<file path="config.mk">
export PLATFORM = sky130hd
export DESIGN_NAME = lru_key_value_cache_core
export DESIGN_NICKNAME = d
export VERILOG_FILES = /design/src/rtl/core/lkvc_pkg.sv /design/src/rtl/core/lkvc_match.sv /design/src/rtl/core/lkvc_update.sv /design/src/rtl/core/lru_key_value_cache_core.sv
export SDC_FILE = /design/constraint.sdc
export NUM_CORES = 2
export LEC_CHECK = 0
export BUFFER_PORTS_ARGS = -buffer_cell sky130_fd_sc_hd__buf_2
export CAP_MARGIN = 25
export CORE_MARGIN = 10
export CORE_UTILIZATION = 25
export DETAILED_ROUTE_END_ITERATION = 8
export MAX_ROUTING_LAYER = met4
export PLACE_DENSITY = 0.39
export SETUP_SLACK_MARGIN = 0.1
export SLEW_MARGIN = 25
export SYNTH_ARGS = -nofsm -noshare
export SYNTH_HDL_FRONTEND = slang
export SYNTH_HIERARCHICAL = 1
export SYNTH_SLANG_ARGS = --single-unit
export TNS_END_PERCENT = 50
</file>
<file path="constraint.sdc">
create_clock -name clk -period 6.6 [get_ports clk]
set_clock_uncertainty 0.2 [all_clocks]
set_input_delay 0.33 -clock clk [delete_from_list [all_inputs] [get_ports clk]]
set_output_delay 0.33 -clock clk [all_outputs]
set_load 0.03 [all_outputs]
</file>
<file path="src/rtl/core/lkvc_pkg.sv">
`default_nettype none

package lkvc_pkg;

    localparam int DATA_W     = 32;
    localparam int CAP_W      = 5;
    localparam int APB_ADDR_W = 3;
    localparam int APB_DATA_W = 32;

    // Register index taken from paddr[2]
    localparam logic REG_CAPACITY = 1'b0;

    localparam logic [CAP_W-1:0] CAPACITY_RESET = 5'd16;

    localparam logic OP_GET = 1'b0;
    localparam logic OP_PUT = 1'b1;

    localparam logic signed [DATA_W-1:0] MISS_VALUE = -32'sd1;

    typedef struct packed {
        logic                     op;
        logic signed [DATA_W-1:0] key;
        logic signed [DATA_W-1:0] value;
    } req_item_t;

    typedef struct packed {
        logic                     hit;
        logic signed [DATA_W-1:0] read_value;
    } rsp_item_t;

endpackage

`default_nettype wire

</file>
<file path="src/rtl/core/lkvc_match.sv">
`default_nettype none

module lkvc_match #(
    parameter int ENTRIES = 16,
    parameter int RANK_W  = 4
) (
    input  wire logic [ENTRIES-1:0]                           valid,
    input  wire logic [ENTRIES-1:0][lkvc_pkg::DATA_W-1:0]     keys,
    input  wire logic [ENTRIES-1:0][lkvc_pkg::DATA_W-1:0]     values,
    input  wire logic [ENTRIES-1:0][RANK_W-1:0]               ranks,
    input  wire logic [lkvc_pkg::DATA_W-1:0]                  key,
    output logic      [ENTRIES-1:0]                           hit_oh,
    output logic                                              hit,
    output logic      [lkvc_pkg::DATA_W-1:0]                  hit_value,
    output logic      [RANK_W-1:0]                            hit_rank
);
    import lkvc_pkg::*;

    // Valid keys are unique, so at most one compare fires: select by OR.
    always_comb
    begin
        hit_value = '0;
        hit_rank  = '0;
        for (int i = 0; i < ENTRIES; i++)
        begin
            hit_oh[i] = valid[i] && (keys[i] == key);
            hit_value = hit_value | (values[i] & {DATA_W{hit_oh[i]}});
            hit_rank  = hit_rank | (ranks[i] & {RANK_W{hit_oh[i]}});
        end
        hit = |hit_oh;
    end

endmodule

`default_nettype wire

</file>
<file path="src/rtl/core/lkvc_update.sv">
`default_nettype none

module lkvc_update #(
    parameter int ENTRIES = 16,
    parameter int RANK_W  = 4,
    parameter int ECAP_W  = 5
) (
    input  wire logic                            op,
    input  wire logic                            hit,
    input  wire logic [ENTRIES-1:0]              hit_oh,
    input  wire logic [RANK_W-1:0]               hit_rank,
    input  wire logic [ECAP_W-1:0]               eff_cap,
    input  wire logic [ENTRIES-1:0]              valid,
    input  wire logic [ENTRIES-1:0][RANK_W-1:0]  ranks,
    output logic      [ENTRIES-1:0]              valid_next,
    output logic      [ENTRIES-1:0][RANK_W-1:0]  ranks_next,
    output logic      [ENTRIES-1:0]              write_oh
);
    import lkvc_pkg::*;

    logic [ENTRIES-1:0] evict;
    logic [ENTRIES-1:0] kept;
    logic [ENTRIES-1:0] free_oh;
    logic [ENTRIES-1:0][RANK_W-1:0] ranks_inc;

    always_comb
    begin
        for (int i = 0; i < ENTRIES; i++)
        begin
            ranks_inc[i] = RANK_W'(ranks[i] + 1'b1);
            evict[i]     = valid[i]
                           && ((ECAP_W'(ranks[i]) + ECAP_W'(1)) >= eff_cap);
        end
        kept    = valid & ~evict;
        // Lowest free slot after eviction
        free_oh = ~kept & (kept + ENTRIES'(1));
    end

    always_comb
    begin
        valid_next = valid;
        ranks_next = ranks;
        write_oh   = '0;
        if (hit)
        begin
            // Age everything younger than the hit entry, then make it newest
            for (int i = 0; i < ENTRIES; i++)
            begin
                if (hit_oh[i])
                    ranks_next[i] = '0;
                else if (valid[i] && (ranks[i] < hit_rank))
                    ranks_next[i] = ranks_inc[i];
            end
            if (op == OP_PUT)
                write_oh = hit_oh;
        end
        else if (op == OP_PUT)
        begin
            for (int i = 0; i < ENTRIES; i++)
            begin
                if (kept[i])
                    ranks_next[i] = ranks_inc[i];
                else if (free_oh[i])
                    ranks_next[i] = '0;
            end
            valid_next = kept | free_oh;
            write_oh   = free_oh;
        end
    end

endmodule

`default_nettype wire

</file>
<file path="src/rtl/core/lru_key_value_cache_core.sv">
`default_nettype none

// Fully associative key-value cache with least-recently-used replacement.
// A request item is a get (op 0) or a put (op 1) of a 32-bit key; keys match
// as raw bit patterns. Every get yields one response item: hit 1 and the
// stored value, or hit 0 and -1 on a miss. Puts yield no response. A put of
// a new key evicts every entry whose age would reach the capacity register
// (effective range 1 to ENTRIES; 0 acts as 1, larger values saturate) and
// takes the lowest free slot; lowering the capacity evicts nothing until the
// next insertion. The block takes one item per cycle: each item sits in the
// request register while a single pass of parallel tag compare and age
// update rewrites the entry flops; each get's answer is loaded into the
// response register. Only a get whose response cannot leave (response
// register full and stalled) holds the request side. The store is empty
// after reset and ready at once. Capacity sits at APB byte address 0.
module lru_key_value_cache_core #(
    parameter int ENTRIES = 16
) (
    input  wire logic                            clk,
    input  wire logic                            rst_n,
    input  wire logic                            req_valid,
    output logic                                 req_stall,
    input  wire lkvc_pkg::req_item_t             req,
    output logic                                 rsp_valid,
    input  wire logic                            rsp_stall,
    output lkvc_pkg::rsp_item_t                  rsp,
    input  wire logic                            psel,
    input  wire logic                            penable,
    input  wire logic                            pwrite,
    input  wire logic [lkvc_pkg::APB_ADDR_W-1:0] paddr,
    input  wire logic [lkvc_pkg::APB_DATA_W-1:0] pwdata,
    output logic      [lkvc_pkg::APB_DATA_W-1:0] prdata,
    output logic                                 pready
);
    import lkvc_pkg::*;

    localparam int RANK_W = (ENTRIES > 1) ? $clog2(ENTRIES) : 1;
    localparam int ENT_W  = $clog2(ENTRIES + 1);
    localparam int W0     = (ENT_W > CAP_W) ? ENT_W : CAP_W;
    localparam int ECAP_W = (W0 > RANK_W + 1) ? W0 : RANK_W + 1;

    // Configuration
    logic [CAP_W-1:0]  capacity_reg;
    logic [ECAP_W-1:0] eff_cap;
    logic              cfg_write;

    // Request and response registers
    logic      req_valid_reg;
    req_item_t req_reg;
    logic      rsp_valid_reg;
    rsp_item_t rsp_reg;
    logic      fire;
    logic      accept;

    // Entry store
    logic [ENTRIES-1:0]               valid_reg;
    logic [ENTRIES-1:0][RANK_W-1:0]   ranks_reg;
    logic [ENTRIES-1:0][DATA_W-1:0]   keys_reg;
    logic [ENTRIES-1:0][DATA_W-1:0]   values_reg;
    logic [ENTRIES-1:0]               valid_next;
    logic [ENTRIES-1:0][RANK_W-1:0]   ranks_next;
    logic [ENTRIES-1:0]               write_oh;

    logic [ENTRIES-1:0] hit_oh;
    logic               hit;
    logic [DATA_W-1:0]  hit_value;
    logic [RANK_W-1:0]  hit_rank;

    // APB: always ready, register written on the access cycle
    assign pready    = 1'b1;
    assign cfg_write = psel && penable && pwrite && (paddr[2] == REG_CAPACITY);
    assign prdata    = (paddr[2] == REG_CAPACITY)
                       ? APB_DATA_W'(capacity_reg) : '0;

    always_ff @(posedge clk or negedge rst_n)
    begin
        if (!rst_n)
            capacity_reg <= CAPACITY_RESET;
        else if (cfg_write)
            capacity_reg <= pwdata[CAP_W-1:0];
    end

    // Clamp capacity to 1..ENTRIES
    always_comb
    begin
        if (capacity_reg == '0)
            eff_cap = ECAP_W'(1);
        else if (ECAP_W'(capacity_reg) > ECAP_W'(ENTRIES))
            eff_cap = ECAP_W'(ENTRIES);
        else
            eff_cap = ECAP_W'(capacity_reg);
    end

    // Process the held item unless it is a get facing a blocked response
    assign fire      = req_valid_reg
                       && ((req_reg.op == OP_PUT) || !rsp_valid_reg || !rsp_stall);
    assign req_stall = req_valid_reg && !fire;
    assign accept    = req_valid && !req_stall;

    always_ff @(posedge clk or negedge rst_n)
    begin
        if (!rst_n)
            req_valid_reg <= 1'b0;
        else if (accept)
            req_valid_reg <= 1'b1;
        else if (fire)
            req_valid_reg <= 1'b0;
    end

    always_ff @(posedge clk)
    begin
        if (accept)
            req_reg <= req;
    end

    lkvc_match #(
        .ENTRIES (ENTRIES),
        .RANK_W  (RANK_W)
    ) u_match (
        .valid     (valid_reg),
        .keys      (keys_reg),
        .values    (values_reg),
        .ranks     (ranks_reg),
        .key       (req_reg.key),
        .hit_oh    (hit_oh),
        .hit       (hit),
        .hit_value (hit_value),
        .hit_rank  (hit_rank)
    );

    lkvc_update #(
        .ENTRIES (ENTRIES),
        .RANK_W  (RANK_W),
        .ECAP_W  (ECAP_W)
    ) u_update (
        .op         (req_reg.op),
        .hit        (hit),
        .hit_oh     (hit_oh),
        .hit_rank   (hit_rank),
        .eff_cap    (eff_cap),
        .valid      (valid_reg),
        .ranks      (ranks_reg),
        .valid_next (valid_next),
        .ranks_next (ranks_next),
        .write_oh   (write_oh)
    );

    // Commit the update when the item fires
    always_ff @(posedge clk or negedge rst_n)
    begin
        if (!rst_n)
        begin
            valid_reg <= '0;
            ranks_reg <= '0;
        end
        else if (fire)
        begin
            valid_reg <= valid_next;
            ranks_reg <= ranks_next;
        end
    end

    // Key and value payload: written by puts only, no reset
    always_ff @(posedge clk)
    begin
        for (int i = 0; i < ENTRIES; i++)
        begin
            if (fire && write_oh[i])
            begin
                keys_reg[i]   <= req_reg.key;
                values_reg[i] <= req_reg.value;
            end
        end
    end

    // Response register: load on a get, drop once taken
    always_ff @(posedge clk or negedge rst_n)
    begin
        if (!rst_n)
            rsp_valid_reg <= 1'b0;
        else if (fire && (req_reg.op == OP_GET))
            rsp_valid_reg <= 1'b1;
        else if (!rsp_stall)
            rsp_valid_reg <= 1'b0;
    end

    always_ff @(posedge clk)
    begin
        if (fire && (req_reg.op == OP_GET))
        begin
            rsp_reg.hit        <= hit;
            rsp_reg.read_value <= hit ? hit_value : MISS_VALUE;
        end
    end

    assign rsp_valid = rsp_valid_reg;
    assign rsp       = rsp_reg;

endmodule

`default_nettype wire

</file>
==> qor.yml <==
drt:
  post_route_antenna_net_violation_count: 0
  drt-vias-per-instance: 4.929
  first_iter_violations: 3879
  detail_route.wirelength_mm: 230.3
  wl_per_cell_um: 26.67
  drc_errors: 0
  drt_pass1_iterations: 5
  detailroute.via_count: 42570
finish:
  filler_cell_count: 24500
  final_cell_area_um2: 71750
  syn2layout_area_growth_pct: 18.75
  post_route_cells_drive_above_1_share_pct: 13.55
  most-common-layout-cells: "sky130_fd_sc_hd__edfxtp_1, sky130_fd_sc_hd__nand4_1, sky130_fd_sc_hd__xnor2_1"
  finish.net_count: 5589
  total_area_of_multi_input_combinational_cells_um2: 21250
  final_core_utilization_pct: 29.83
  most_common_library_cell_in_the_layout_ignoring_fill_and_taps: "sky130_fd_sc_hd__edfxtp_1"
  regArea_um2: 35880
sta:
  slew_headroom_pct: 30.64
  grt_setup_unrepaired: "no"
  final_hold_viol_count: 0
  setup_violations: 0
  layout_min_cycle_time_ps: 5563
  setup_total_negative_slack_ps: 0
  maxClockFrequency_mhz: 179.8
  tightest_slew_ps: 1032
  layout_worst_path_cycle_share_pct: 84.29
  slew_violations: 0
critical_path:
  worst-path-buf-inv: 4
  cp_data_arrival_time_ps: 5860
  critPathTopFamily: "simple AND/OR/NAND/NOR gates"
  critical_path_required_ps: 6900
  worst_path_max_delay_cell: "sky130_fd_sc_hd__edfxtp_1"
  critical-path-max-stage-delay_ps: 970
  timing.critical_path.from_type: "register"
  crit_fanout: 29
  timing.setup.critical_path_class: "reg -> reg"
  cp_cell_sequence: "buf_4, buf_4, xnor2_1, nand4_1, nor3_1, and3_4, or4b_1, or4_4, buf_12, or3_1, a21oi_1, and3_4, buf_12"
  end_kind: "register"
pwr:
  share_seq_of_total_power_pct: 45.3
  gate_power_share_pct: 17.0
  powerDensity_nw_per_um2: 294.3
  power.net_switching_mw: 6.387
  static-leakage-power_nw: 25.01
  peakVddDrop_mv: 0.2673
  switching_share_pct: 30.25
  intPower_mw: 14.73
  clock_power_share_pct: 37.7
logic_synthesis:
  synth.ff_latch_count: 1209
  edff_count_synth: 1122
  post_synth.cell_area_avg_um2: 11.99
  synthDistinctLibCells: 92
  yosys_warnings: 6
  postSynth.asyncResetShare_pct: 7.196
  synth-seq-area-share_pct: 59.37
  post_synth_inst_count: 5040
  synthFlopType: "sky130_fd_sc_hd__edfxtp_1"
  mappedNetlistArea_um2: 60420
clock_tree:
  clk_path_buf_depth: 3
  cts-htree-levels: 4
  cts.sink_count: 1209
  postCtsSetupBuffers: 0
  tritoncts.num_buffers: 148
  worst_skew_pair.late_latency_ps: 840
  clkTransAtPathRegs_ps: 70
  cts.root.buffer_cell: "sky130_fd_sc_hd__clkbuf_16"
  tritoncts: "yes"
  cts_resized: 0
  cts_hold_buf: 130
die:
  fp.coreArea_um2: 240500
  top_level_ports: 175
  start_util_pct: 25.12
  die_outline_area_um2: 261700
  die_h_um: 511.6
  dieWidth_um: 511.6
  placementRows: 180
global_route:
  antenna_found_initial: 6
  first_global_vias: 41310
  largest_net_degree_at_the_start_of_global_routing: 69
  global_route.usage.total_pct: 17.45
  global_route_wire_length_before_repair_mm: 324.3
  grt_remaining_overflow: 0
job:
  drv.max_cap_violation_count: 0
placed_design:
  placedInstanceArea_um2: 65770
  post-dp-hpwl_mm: 139.8
  portBuffers: 117
  finalWeightedCongestion: 0.8374
status:
  status: "completed"
hold_path:
  hold_path_class: "in -> reg"
area by class of cell:
| class | instances | area share [%] |
|---|---|---|
| sequential | 1209 | 50.01 |
| multi-input combinational | 3048 | 29.62 |
| timing repair buffer | 481 | 5.968 |
| tap | 3185 | 5.554 |
| clock buffer | 177 | 5.342 |
| inverter | 450 | 2.354 |
| clock inverter | 83 | 1.141 |
| antenna | 3 | 0.01046 |
final timing paths:
kind | start | end | slack [ps] | depth (start not counted)
worst min-delay path | req[25] | req_reg[25]$_DFFE_PP_ | 60 | 2
max in group asynchronous | rst_n | rsp_valid$_DFFE_PN0P_ | 5040 | 4
worst max-delay path | req_reg[33]$_DFFE_PP_ | keys_reg[501]$_DFFE_PP_ | 1040 | 13
worst max register to register | req_reg[33]$_DFFE_PP_ | keys_reg[501]$_DFFE_PP_ | 1040 | 13
worst min register to register | req_reg[36]$_DFFE_PP_ | keys_reg[132]$_DFFE_PP_ | 380 | 0
min in group asynchronous | rst_n | capacity_reg[4]$_DFFE_PN1P_ | 410 | 3
power by group through the flow:
stage | sequential (mW) | combinational, mW | clock [mW]
final | 9.57 | 3.59 | 7.96
after global routing | 9.63 | 3.99 | 8.47
after global placement | 9.72 | 3.47 | 0
after CTS | 9.56 | 3.59 | 8.19
after floorplan | 9.36 | 2.43 | 0
after detailed placement | 9.72 | 3.50 | 0
stage by stage:
stage          power [mW]  worst slack [ps]  instances  hold slack (ps)
6_report            21.12              1037       8636            57.73
4_1_cts             21.35             895.0       8633           0.1886
3_5_place_dp        13.22             980.3       8243            274.1
3_3_place_gp        13.18             594.3       8241            263.9
5_1_grt             22.09             782.0       8634            24.40
2_1_floorplan       11.79             690.3       5066           -165.6
cells by family after synthesis:
group | share of synthesized area, %
AND/OR/NAND/NOR | 16.54
flip-flops | 59.37
buffers and inverters | 6.225
XOR/XNOR | 7.567
AO/OA/AOI/OAI | 6.993
adder cells (fa/ha/maj) | 2.982
multiplexers | 0.3127
other | 0.01243
synthesized netlist by cell type (all sizes together), types with 38 or more instances:
cell type,n,area [µm²]
a21o,38,285.3
a21oi,72,364.1
and3,55,354.1
buf,167,1350
clkbuf,192,721.9
dfrtp,86,2152
edfxtp,1122,33690
ha,144,1802
inv,448,1682
nand2,254,953.4
nand2b,164,1026
nand3,115,595.6
nand4,534,3347
nand4b,82,733.2
nor2,445,1670
o2111ai,146,1279
o211ai,81,1008
o21ai,56,280.3
or4,43,322.8
xnor2,471,4125
xor2,51,446.7
routing by layer:
metal	global-route usage, %	wire length, µm
met1	23.39	105400
met5	-	0
met3	3.035	14070
met4	4.920	6166
met2	27.10	104600
Note: power is estimated with default switching activity, not from simulation.
